File: config.mk
export PLATFORM = sky130hd
export DESIGN_NAME = bfl_back_flat
export DESIGN_NICKNAME = d
export VERILOG_FILES = /design/src/rtl/bf_run_length_bracket_lexer_top_assert.svh /design/src/rtl/bfl_pkg.sv /design/src/rtl/bfl_result_if.sv /design/src/rtl/bfl_back.sv /design/src/flat_wrapper.sv
export SDC_FILE = /design/constraint.sdc
export NUM_CORES = 1
export LEC_CHECK = 0
export BUFFER_PORTS_ARGS = -buffer_cell sky130_fd_sc_hd__buf_2
export CAP_MARGIN = 10
export CORE_AREA = 2 2 136 138
export DETAILED_ROUTE_END_ITERATION = 8
export DIE_AREA = 0 0 138 140
export SLEW_MARGIN = 20
export SYNTH_ARGS = -nofsm -noshare
export SYNTH_HDL_FRONTEND = slang
export SYNTH_SLANG_ARGS = --single-unit
File: constraint.sdc
create_clock -name clk -period 10.8 [get_ports clk]
set_clock_uncertainty 0.15 [all_clocks]
set_input_delay 2.16 -clock clk [delete_from_list [all_inputs] [get_ports clk]]
set_output_delay 2.16 -clock clk [all_outputs]
set_load 0.02 [all_outputs]
File: src/rtl/bf_run_length_bracket_lexer_top_assert.svh
// Assertion macros for the bracket lexer.
// Define NO_ASSERTIONS to compile them out.
`ifndef BF_RUN_LENGTH_BRACKET_LEXER_TOP_ASSERT_SVH
`define BF_RUN_LENGTH_BRACKET_LEXER_TOP_ASSERT_SVH
`ifndef NO_ASSERTIONS
// Implication checked on every clock edge outside reset.
`define BFL_ASSERT_IMP(lbl, ante, cons, msg) \
    lbl: assert property (@(posedge clk) disable iff (!rst_n) (ante) |-> (cons)) \
        else $error(msg);
// Next-cycle implication.
`define BFL_ASSERT_NXT(lbl, ante, cons, msg) \
    lbl: assert property (@(posedge clk) disable iff (!rst_n) (ante) |=> (cons)) \
        else $error(msg);
`else
`define BFL_ASSERT_IMP(lbl, ante, cons, msg)
`define BFL_ASSERT_NXT(lbl, ante, cons, msg)
`endif
`endif

File: src/rtl/bfl_pkg.sv
// ----------------------------------------------------------------------------
// bfl_pkg
// Types, constants and helpers shared by the bracket lexer modules.
// ----------------------------------------------------------------------------
package bfl_pkg;

    localparam int unsigned STACK_DEPTH = 256;
    localparam int unsigned MAX_TOKENS  = 65536;
    localparam int unsigned MAX_RUN     = 65535;
    localparam int unsigned MAX_BYTES   = 1048576;

    localparam int unsigned SP_W   = $clog2(STACK_DEPTH + 1);
    localparam int unsigned SA_W   = $clog2(STACK_DEPTH);
    localparam int unsigned TOK_W  = $clog2(MAX_TOKENS + 1);
    localparam int unsigned ENT_W  = $clog2(MAX_TOKENS);
    localparam int unsigned CNT_W  = $clog2(MAX_RUN + 1);
    localparam int unsigned BYTE_W = $clog2(MAX_BYTES + 1);

    // fixed widths of the result fields
    localparam int unsigned IDX_W  = 17;
    localparam int unsigned OPND_W = 17;
    localparam int unsigned POS_W  = 21;

    localparam int unsigned MAX_RES = 4;
    localparam int unsigned QDEPTH  = 4;
    localparam int unsigned QA_W    = $clog2(QDEPTH);
    localparam int unsigned QC_W    = $clog2(QDEPTH + 1);

    localparam logic [7:0] CH_PLUS  = 8'h2B;
    localparam logic [7:0] CH_MINUS = 8'h2D;
    localparam logic [7:0] CH_LT    = 8'h3C;
    localparam logic [7:0] CH_GT    = 8'h3E;
    localparam logic [7:0] CH_DOT   = 8'h2E;
    localparam logic [7:0] CH_COMMA = 8'h2C;
    localparam logic [7:0] CH_OPEN  = 8'h5B;
    localparam logic [7:0] CH_CLOSE = 8'h5D;
    localparam logic [7:0] CH_NONE  = 8'h00;

    typedef enum logic [1:0] {
        KIND_TOKEN = 2'd0,
        KIND_PATCH = 2'd1,
        KIND_ERROR = 2'd2,
        KIND_DONE  = 2'd3
    } kind_t;

    typedef enum logic [1:0] {
        ERR_UNBALANCED = 2'd0,
        ERR_STACK_FULL = 2'd1,
        ERR_STORE_FULL = 2'd2
    } err_code_t;

    typedef struct packed {
        kind_t             kind;
        logic [7:0]        op;
        logic [IDX_W-1:0]  index;
        logic [OPND_W-1:0] operand;
        err_code_t         code;
        logic [POS_W-1:0]  pos;
    } result_t;

    // all results caused by one input beat
    typedef struct packed {
        logic [2:0]            count;
        result_t [MAX_RES-1:0] res;
    } bundle_t;

    typedef struct packed {
        logic empty;
        logic full;
    } q_status_t;

    // working copy of the lexer state while one byte is evaluated
    typedef struct packed {
        logic [7:0]            pend_op;
        logic [CNT_W-1:0]      pend_cnt;
        logic [TOK_W-1:0]      tok;
        logic                  err;
        logic                  ok;
        logic [2:0]            n;
        result_t [MAX_RES-1:0] res;
    } lex_work_t;

    function automatic result_t make_res(kind_t kind, logic [7:0] op,
                                         logic [IDX_W-1:0] index,
                                         logic [OPND_W-1:0] operand,
                                         err_code_t code, logic [POS_W-1:0] pos);
        result_t r;
        r.kind    = kind;
        r.op      = op;
        r.index   = index;
        r.operand = operand;
        r.code    = code;
        r.pos     = pos;
        return r;
    endfunction

endpackage

File: src/rtl/bfl_result_if.sv
// ----------------------------------------------------------------------------
// bfl_result_if
// Output channel: one lexer result per beat.
// ----------------------------------------------------------------------------
interface bfl_result_if;
    logic        valid;
    logic        ready;
    logic [1:0]  result_kind;
    logic [7:0]  token_op;
    logic [16:0] token_index;
    logic [16:0] operand;
    logic [1:0]  error_code;
    logic [20:0] error_position;
    logic        last_of_run;

    modport source (output valid, output result_kind, output token_op, output token_index,
                    output operand, output error_code, output error_position,
                    output last_of_run, input ready);
    modport sink   (input valid, input result_kind, input token_op, input token_index,
                    input operand, input error_code, input error_position,
                    input last_of_run, output ready);
endinterface

File: src/rtl/bfl_back.sv
// ----------------------------------------------------------------------------
// bfl_back
// Walks the head bundle one result per beat into the output register.
// ----------------------------------------------------------------------------
module bfl_back (
    input  logic                clk,
    input  logic                rst_n,
    input  bfl_pkg::bundle_t    head,
    input  bfl_pkg::q_status_t  q_stat,
    output logic                pop,
    bfl_result_if.source        result
);
    import bfl_pkg::*;

    logic       out_valid_reg;
    result_t    out_res_reg;
    logic       out_last_reg;
    logic [1:0] slot_reg;
    logic       load;
    logic       slot_last;

    assign load      = (!out_valid_reg || result.ready) && !q_stat.empty;
    assign slot_last = ({1'b0, slot_reg} == head.count - 3'd1);
    assign pop       = load && slot_last;

    always_ff @(posedge clk or negedge rst_n)
    begin
        if (!rst_n)
        begin
            out_valid_reg <= 1'b0;
            slot_reg      <= '0;
        end
        else
        begin
            if (load)
            begin
                out_valid_reg <= 1'b1;
                slot_reg      <= slot_last ? 2'd0 : slot_reg + 2'd1;
            end
            else if (result.ready)
                out_valid_reg <= 1'b0;
        end
    end

    always_ff @(posedge clk)
    begin
        if (load)
        begin
            out_res_reg  <= head.res[slot_reg];
            out_last_reg <= slot_last;
        end
    end

    assign result.valid          = out_valid_reg;
    assign result.result_kind    = out_res_reg.kind;
    assign result.token_op       = out_res_reg.op;
    assign result.token_index    = out_res_reg.index;
    assign result.operand        = out_res_reg.operand;
    assign result.error_code     = out_res_reg.code;
    assign result.error_position = out_res_reg.pos;
    assign result.last_of_run    = out_last_reg;

endmodule
File: src/flat_wrapper.sv
// flat-port wrapper written by rule: the top's interface ports become plain ports
module bfl_back_flat import bfl_pkg::*;
  (clk, rst_n, head, q_stat, pop, result_valid, result_result_kind, result_token_op, result_token_index, result_operand, result_error_code, result_error_position, result_last_of_run, result_ready);
  bfl_result_if result_i ();
  input  logic clk;
  input  logic rst_n;
  input  bfl_pkg::bundle_t head;
  input  bfl_pkg::q_status_t q_stat;
  output logic pop;
  output wire logic [$bits(result_i.valid)-1:0] result_valid;
  output wire logic [$bits(result_i.result_kind)-1:0] result_result_kind;
  output wire logic [$bits(result_i.token_op)-1:0] result_token_op;
  output wire logic [$bits(result_i.token_index)-1:0] result_token_index;
  output wire logic [$bits(result_i.operand)-1:0] result_operand;
  output wire logic [$bits(result_i.error_code)-1:0] result_error_code;
  output wire logic [$bits(result_i.error_position)-1:0] result_error_position;
  output wire logic [$bits(result_i.last_of_run)-1:0] result_last_of_run;
  input wire logic [$bits(result_i.ready)-1:0] result_ready;
  assign result_valid = result_i.valid;
  assign result_result_kind = result_i.result_kind;
  assign result_token_op = result_i.token_op;
  assign result_token_index = result_i.token_index;
  assign result_operand = result_i.operand;
  assign result_error_code = result_i.error_code;
  assign result_error_position = result_i.error_position;
  assign result_last_of_run = result_i.last_of_run;
  assign result_i.ready = result_ready;
  bfl_back u_core (.clk(clk), .rst_n(rst_n), .head(head), .q_stat(q_stat), .pop(pop), .result(result_i));
endmodule
Word-level counts from Yosys, hierarchy flattened
Index checks and enable logic that the tools add are counted.

Reduce and logical (&&, ||, !) cells: 6. $add $sub $neg: 2. Eq/ne operators: 1. Muxes and demuxes: 5. $lt $le $gt $ge: 1.

Operator list (number): $bmux W67 S2 (1); $mux W67 (1); $eq A2 B3 Y1 (1); $lt A2 B3 Y1 const B (1); $sub A3 B1 Y3 const B (1); $add A2 B1 Y2 const B (1); $logic_and A1 B1 Y1 (2); $logic_not A1 Y1 (2); $mux W1 (2); $mux W2 (1); $reduce_bool A2 Y1 (1); $logic_or A1 B1 Y1 (1).

Input bits: 276. Register bits after elaboration: 71.

Longest topological paths before layout
Gate-level depths: netlist of the first run.

Depth in word-level cells: 4. Depth in mapped cells: 6. Gate-level depth less buffers: 6.

Worst setup path after synthesis of the first run
Ideal clock, no wire load.

Kind: input to output. Start: input port result_ready. End: output port pop. Data required time: 8.490 ns. Data arrival time: 4.271 ns. Stages on the path: 3. Setup slack: 4.219 ns. Path through: nand2b_1 -> and2b_1 -> and2_1.

Cells in the longest elaborated chain, start to end: 3.

Ends and longest elaborated chain: from (decl) (RTL line flat_wrapper.sv:18) `input wire logic [$bits(result_i.ready)-1:0] result_ready;`; $logic_or A1 B1 Y1 (RTL line bfl_back.sv:22) `assign load = (!out_valid_reg || result.ready) && !q_stat.empty;`; $logic_and A1 B1 Y1 (RTL line bfl_back.sv:22); net u_core.load (RTL line bfl_back.sv:19) `logic load;`; $logic_and A1 B1 Y1 (RTL line bfl_back.sv:24) `assign pop = load && slot_last;`; to (decl) (RTL line flat_wrapper.sv:9) `output logic pop;`.

The timed path passes the listed nets, and every way through them passes these cells.

Worst setup path in the final report of the first run
Start: input port head[268] in the netlist's numbering. End: output port pop.

Cells in the longest elaborated chain, start to end: 3.

Ends and longest elaborated chain: from (decl) (RTL line flat_wrapper.sv:7) `input bfl_pkg::bundle_t head;`; $sub A3 B1 Y3 (RTL line bfl_back.sv:23) `assign slot_last = ({1'b0, slot_reg} == head.count - 3'd1);`; $eq A2 B3 Y1 (RTL line bfl_back.sv:23); net u_core.slot_last (RTL line bfl_back.sv:20) `logic slot_last;`; $logic_and A1 B1 Y1 (RTL line bfl_back.sv:24).

The timed path passes the listed nets, and every way through them passes these cells.

==> results of run 1 <==
==> final timing paths <==
| check | startpoint | end | slack (ns) | cells past startpoint |
|---|---|---|---|---|
| max | head[268] | pop | 5.25 | 7 |
| min | u_core.result.valid | u_core.result.valid | 0.36 | 2 |
| max reg2reg | u_core.slot_reg[0] | u_core.result.error_position[10] | 8.25 | 2 |
| min reg2reg | u_core.result.valid | u_core.result.valid | 0.36 | 2 |
| max in group asynchronous | rst_n | u_core.slot_reg[0] | 8.91 | 1 |
| min in group asynchronous | rst_n | u_core.slot_reg[1] | 1.47 | 1 |
==> kinds of logic (layout without fill, tap and decap cells) <==
logic type      count (synthesis)  in the layout  share of synthesized area
mux                            68             68                      0.424
flops                          71             71                      0.517
other cells                     0              2                          0
xor+xnor                        3              3                    0.00642
simple gates                   10             10                     0.0132
compound gates                  1              1                    0.00184
buf+inv                        19            366                     0.0346
fa+ha+maj                       1              1                    0.00306
==> metrics by stage <==
step | hold WS [ns] | area, um2 | std cells | util
floorplan | 0.457 | 4090 | 173 | -
global placement | 0.360 | 6000 | 733 | 0.337
detailed placement | 0.355 | 6000 | 733 | 0.337
CTS | 0.371 | 6280 | 749 | 0.353
global route | 0.426 | 6280 | 751 | 0.353
finish | 0.365 | 6280 | 751 | 0.353
==> power groups by stage <==
| stage | sequential, W | combinational [W] | clock (W) |
|---|---|---|---|
| 2_1_floorplan | 0.000485 | 0.000296 | 0 |
| 3_3_place_gp | 0.000437 | 0.000468 | 0 |
| 3_5_place_dp | 0.000440 | 0.000482 | 0 |
| 4_1_cts | 0.000435 | 0.000482 | 0.000285 |
| 5_1_grt | 0.000440 | 0.000511 | 0.000298 |
| 6_report | 0.000432 | 0.000476 | 0.000272 |
==> tightest hold or removal path: stages (launching register included) <==
cell and delay (ns):
dfrtp_1 0.34, nand2b_1 0.08, nand2_1 0.07
==> cell type report <==
class / count / area, um2 / area share
Antenna cell: 2 / 5.00 / 0.000797
Timing Repair Buffer: 347 / 1740 / 0.278
Clock inverter: 5 / 35.0 / 0.00558
Sequential cell: 71 / 2120 / 0.338
Inverter: 3 / 11.3 / 0.00179
Tap cell: 229 / 287 / 0.0456
Clock buffer: 11 / 243 / 0.0386
Multi-Input combinational cell: 83 / 1840 / 0.292
==> routing by layer <==
metal	vias to the layer above	GRT usage	wire (um)
met5	-	0	27
met1	1683	0.158	5210
met4	4	0.0521	271
met3	22	0.0550	1020
met2	184	0.247	7450
li1	1520	-	-
==> cell usage in the layout, fill, tap and decap left out <==
cell type,Yosys,layout
buf_2,8,344
mux4_1,57,57
dfrtp_2,0,1
nor3_1,1,1
nand2b_1,1,1
and2b_4,0,1
inv_1,3,3
buf_4,0,3
edfxtp_1,68,68
nor3_2,1,1
dfrtp_1,3,1
dfrtp_4,0,1
clkbuf_8,0,1
clkinvlp_4,0,4
xnor2_1,2,2
nand2_1,3,3
clkbuf_16,0,9
xor2_1,1,1
o21bai_1,1,1
mux2i_1,1,1
clkinv_2,0,1
ha_1,1,1
diode_2,0,2
clkbuf_1,0,1
and2_1,1,1
nor2_1,2,2
mux4_2,10,10
==> flow_metrics.env, run 1 <==
export IMPL_setup_ws_ns=5.25
export IMPL_combinationalPowerShare=0.403
export IMPL_finalPower_w=0.00118
export IMPL_drt_wl_total_mm=14.0
export IMPL_end_kind="output pin"
export IMPL_drive_gt1_frac=0.723
export IMPL_cts_root_buf="clkbuf_16"
export IMPL_clk_latency_ns=0.33
export IMPL_viasPerCell=4.54
export IMPL_worstPathRequired_ns=8.49
export IMPL_synth_area_top_cells="edfxtp_1 (50%), mux4_1 (37%), mux4_2 (5.5%)"
export IMPL_grt_start_max_net_pins=72
export IMPL_antenna_left=0
export IMPL_portBuffers=344
export IMPL_place_congestion=0.884
export IMPL_syn_nets=450
export IMPL_crit_type="in2out"
export IMPL_clkTransAtPathRegs_ns=0.06
export IMPL_drt_first_pass_iters=4
export IMPL_drt_iter0_drc=143
export IMPL_dp_hpwl_mm=11.2
export IMPL_tns_ns=0
export IMPL_numCtsBuffers=9
export IMPL_synth_top_cell_area_share=0.499
export IMPL_cts_buffer_depth=2
export IMPL_maxCapViolations=0
export IMPL_finalHoldViolCount=0
export IMPL_crit_slowest_cell="ha_1"
export IMPL_synth_edf_count=68
export IMPL_status="completed"
export IMPL_syn_inst=173
export IMPL_overflow=0
export IMPL_yosysSeqAreaShare=0.517
export IMPL_grt_setup_unrepaired="no"
export IMPL_post_cts_buffers=0
export IMPL_worst_pin_slew_ns=0.912
export IMPL_final_max_slew_viol_count=0
export IMPL_hold_path_class="reg2reg"
export IMPL_ctsResizeCount=0
export IMPL_crit_buf_inv=3
export IMPL_num_vias=3413
export IMPL_synthArstFlopShare=0.0423
export IMPL_critPathMostFrequentCell="buf_2"
export IMPL_die_h_um=140
export IMPL_path_max_fanout=3
export IMPL_final_fill_count=1771
export IMPL_max_stage_delay_ns=0.30
export IMPL_setup_viol=0
export IMPL_yosysMostFrequentCell="edfxtp_1"
export IMPL_boundaryPins=346
export IMPL_htreeDepth=3
export IMPL_pre_cts_slack_ns=5.25
export IMPL_start_util=0.230
export IMPL_power_frac_seq=0.366
export IMPL_hold_buffers=0
export IMPL_grtUsageTotal=0.142
export IMPL_yosys_warnings=0
export IMPL_antenna_found_initial=4
export IMPL_first_global_vias=3826
export IMPL_synth_cell_types=19
export IMPL_p_sw_w=0.000375
export IMPL_tritoncts="built"
export IMPL_switching_share=0.318
export IMPL_core_area_um2=17800
export IMPL_vdd_drop_max_uv=195
export IMPL_leakagePower_nw=2.84
export IMPL_p_int_w=0.000805
export IMPL_grt_pass1_wl_mm=21.2
export IMPL_die_area_um2=19300
export IMPL_cp_top_family="simple AND/OR/NAND/NOR gates"
export IMPL_clockPowerShare=0.231
export IMPL_yosys_most_used_dff="edfxtp_1"
export IMPL_area_growth_pct=53.5
export IMPL_max_freq_mhz=180
export IMPL_slew_headroom=0.392
export IMPL_synthTopCellsByCount="edfxtp_1 (68), mux4_1 (57), mux4_2 (10)"
export IMPL_start_kind="input pin"
export IMPL_avgSynthCellArea_um2=23.6
export IMPL_cts_sinks=71
export IMPL_path_cells="buf_2 > inv_1 > ha_1 > xnor2_1 > nor3_2 > and2_1 > buf_2"
export IMPL_finalCriticalPeriod_ns=5.55
export IMPL_die_w_um=138
export IMPL_rows=49
export IMPL_drcViolationCount=0
export IMPL_layout_nets=792
export IMPL_worstPathArrival_ns=3.24
export IMPL_ys_seq_elements=71
export IMPL_syn_area_um2=4090
export IMPL_powerDensity_nw_per_um2=188
export IMPL_largest_reg_flops=21
export IMPL_wl_per_cell_um=18.6
export IMPL_yosys_area_top_type="edfxtp_1"
export IMPL_fin_crit_sh=0.514
Power figures use the tool's default switching activity.
==> inputs of run 2 (changes only) <==
Settings changed: CORE_AREA 2 2 136 138 to 2 2 133 135, DIE_AREA 0 0 138 140 to 0 0 135 137.
Clock period 10.8 ns to 4.8 ns, I/O delays scaled along.
==> flow_metrics.env, run 2 (synthesis gave the netlist of run 1 again) <==
export IMPL_area_growth_pct=53.6
export IMPL_die_area_um2=18500
export IMPL_leakagePower_nw=2.85
export IMPL_portBuffers=344
export IMPL_combinationalPowerShare=0.394
export IMPL_ctsResizeCount=0
export IMPL_start_util=0.240
export IMPL_clkTransAtPathRegs_ns=0.05
export IMPL_p_sw_w=0.000834
export IMPL_num_vias=3356
export IMPL_overflow=0
export IMPL_tns_ns=0
export IMPL_finalHoldViolCount=0
export IMPL_post_cts_buffers=0
export IMPL_htreeDepth=3
export IMPL_grt_start_max_net_pins=72
export IMPL_largest_reg_flops=21
export IMPL_pre_cts_slack_ns=1.61
export IMPL_worst_pin_slew_ns=0.900
export IMPL_max_freq_mhz=314
export IMPL_status="completed"
export IMPL_finalCriticalPeriod_ns=3.18
export IMPL_wl_per_cell_um=17.6
export IMPL_layout_common_cells="buf_2 (344), edfxtp_1 (68), mux4_1 (57), mux4_2 (10), clkbuf_16 (9)"
export IMPL_cts_root_buf="clkbuf_16"
export IMPL_place_congestion=0.811
export IMPL_grt_pass1_wl_mm=18.7
export IMPL_hold_path_class="in2async"
export IMPL_final_area_um2=6280
export IMPL_antenna_found_initial=0
export IMPL_slew_headroom=0.400
export IMPL_fin_crit_sh=0.663
export IMPL_drt_first_pass_iters=6
export IMPL_multi_input_area_um2=1840
export IMPL_drt_iter0_drc=104
export IMPL_stdcell_count=745
export IMPL_die_h_um=137
export IMPL_final_common_cell="buf_2"
export IMPL_vdd_drop_max_uv=241
export IMPL_core_area_um2=17100
export IMPL_grt_setup_unrepaired="no"
export IMPL_maxCapViolations=0
export IMPL_fin_util=0.368
export IMPL_final_max_slew_viol_count=0
export IMPL_hold_buffers=0
export IMPL_setup_viol=0
export IMPL_p_int_w=0.00185
export IMPL_seq_area_um2=2120
export IMPL_grtUsageTotal=0.136
export IMPL_boundaryPins=346
export IMPL_end_kind="output pin"
export IMPL_antenna_left=0
export IMPL_clk_latency_ns=0.33
export IMPL_layout_nets=792
export IMPL_dp_cells=729
export IMPL_final_fill_count=1680
export IMPL_first_global_vias=3636
export IMPL_powerDensity_nw_per_um2=427
export IMPL_worstPathArrival_ns=2.07
export IMPL_clockPowerShare=0.243
export IMPL_setup_ws_ns=1.62
export IMPL_power_frac_seq=0.363
export IMPL_drive_gt1_frac=0.721
export IMPL_rows=48
export IMPL_start_kind="input pin"
export IMPL_placedInstanceArea_um2=5990
export IMPL_dp_hpwl_mm=10.4
export IMPL_path_max_fanout=3
export IMPL_worstRegToRegCells=2
export IMPL_drt_wl_total_mm=13.1
export IMPL_cts_buffer_depth=2
export IMPL_num_antenna_cells=0
export IMPL_tritoncts="built"
export IMPL_die_w_um=135
export IMPL_switching_share=0.311
export IMPL_crit_type="in2out"
export IMPL_worstPathRequired_ns=3.69
export IMPL_cts_sinks=71
export IMPL_numCtsBuffers=9
export IMPL_viasPerCell=4.50
export IMPL_drcViolationCount=0
-- run 2: cell types whose count changed in the layout (fill, tap and decap cells not counted), sizes merged --
| cell | delta |
|---|---|
| clkbuf | -1 |
| clkinvlp | -1 |
| bufinv | +1 |
| clkinv | +1 |
| diode | -2 |
-- run 2: power by group through the flow --
stage | Sequential (W) | Combinational, W | Clock (W)
after floorplan | 0.00109 | 0.000666 | 0
after global routing | 0.000993 | 0.00114 | 0.000696
after global placement | 0.000985 | 0.00104 | 0
after detailed placement | 0.000990 | 0.00107 | 0
final | 0.000974 | 0.00106 | 0.000652
after CTS | 0.000979 | 0.00108 | 0.000675
-- run 2: worst max-delay path: stages --
cell	delay (ns)
buf_2	0.10
inv_1	0.04
ha_1	0.30
xnor2_1	0.14
nor3_2	0.19
and2_1	0.19
buf_2	0.17
-- run 2: final timing paths --
path	from	to	slack, ns
min in group clk	u_core.result.valid	u_core.result.valid	0.41
max in group asynchronous	rst_n	u_core.slot_reg[0]	4.11
worst max-delay path	head[268]	pop	1.62
worst max register to register	u_core.slot_reg[0]	u_core.result.error_position[11]	2.28
worst min-delay path	rst_n	u_core.slot_reg[1]	0.27
worst min register to register	u_core.result.valid	u_core.result.valid	0.41
-- run 2: layer usage --
| layer | vias to the layer above | part of all wire | GRT usage |
|---|---|---|---|
| met5 | - | 0 | 0 |
| met4 | 0 | 0.020 | 0.0619 |
| met3 | 20 | 0.079 | 0.0389 |
| met2 | 176 | 0.53 | 0.241 |
| met1 | 1637 | 0.37 | 0.151 |
| li1 | 1523 | - | - |
-- run 2: through the flow --
| step | hold WS, ns | power [W] |
|---|---|---|
| final | 0.265 | 0.00268 |
| after global routing | 0.253 | 0.00282 |
| after CTS | 0.246 | 0.00273 |
| after detailed placement | 0.416 | 0.00206 |
| after global placement | 0.420 | 0.00202 |
| after floorplan | 0.457 | 0.00176 |
-- run 2: final cells by class --
type                       instances  area share
clock buffer                      10      0.0364
clock inverter                     6     0.00976
inverter                           3     0.00179
multi-input combinational         83       0.292
sequential                        71       0.338
tap                              225      0.0448
timing repair buffer             347       0.278
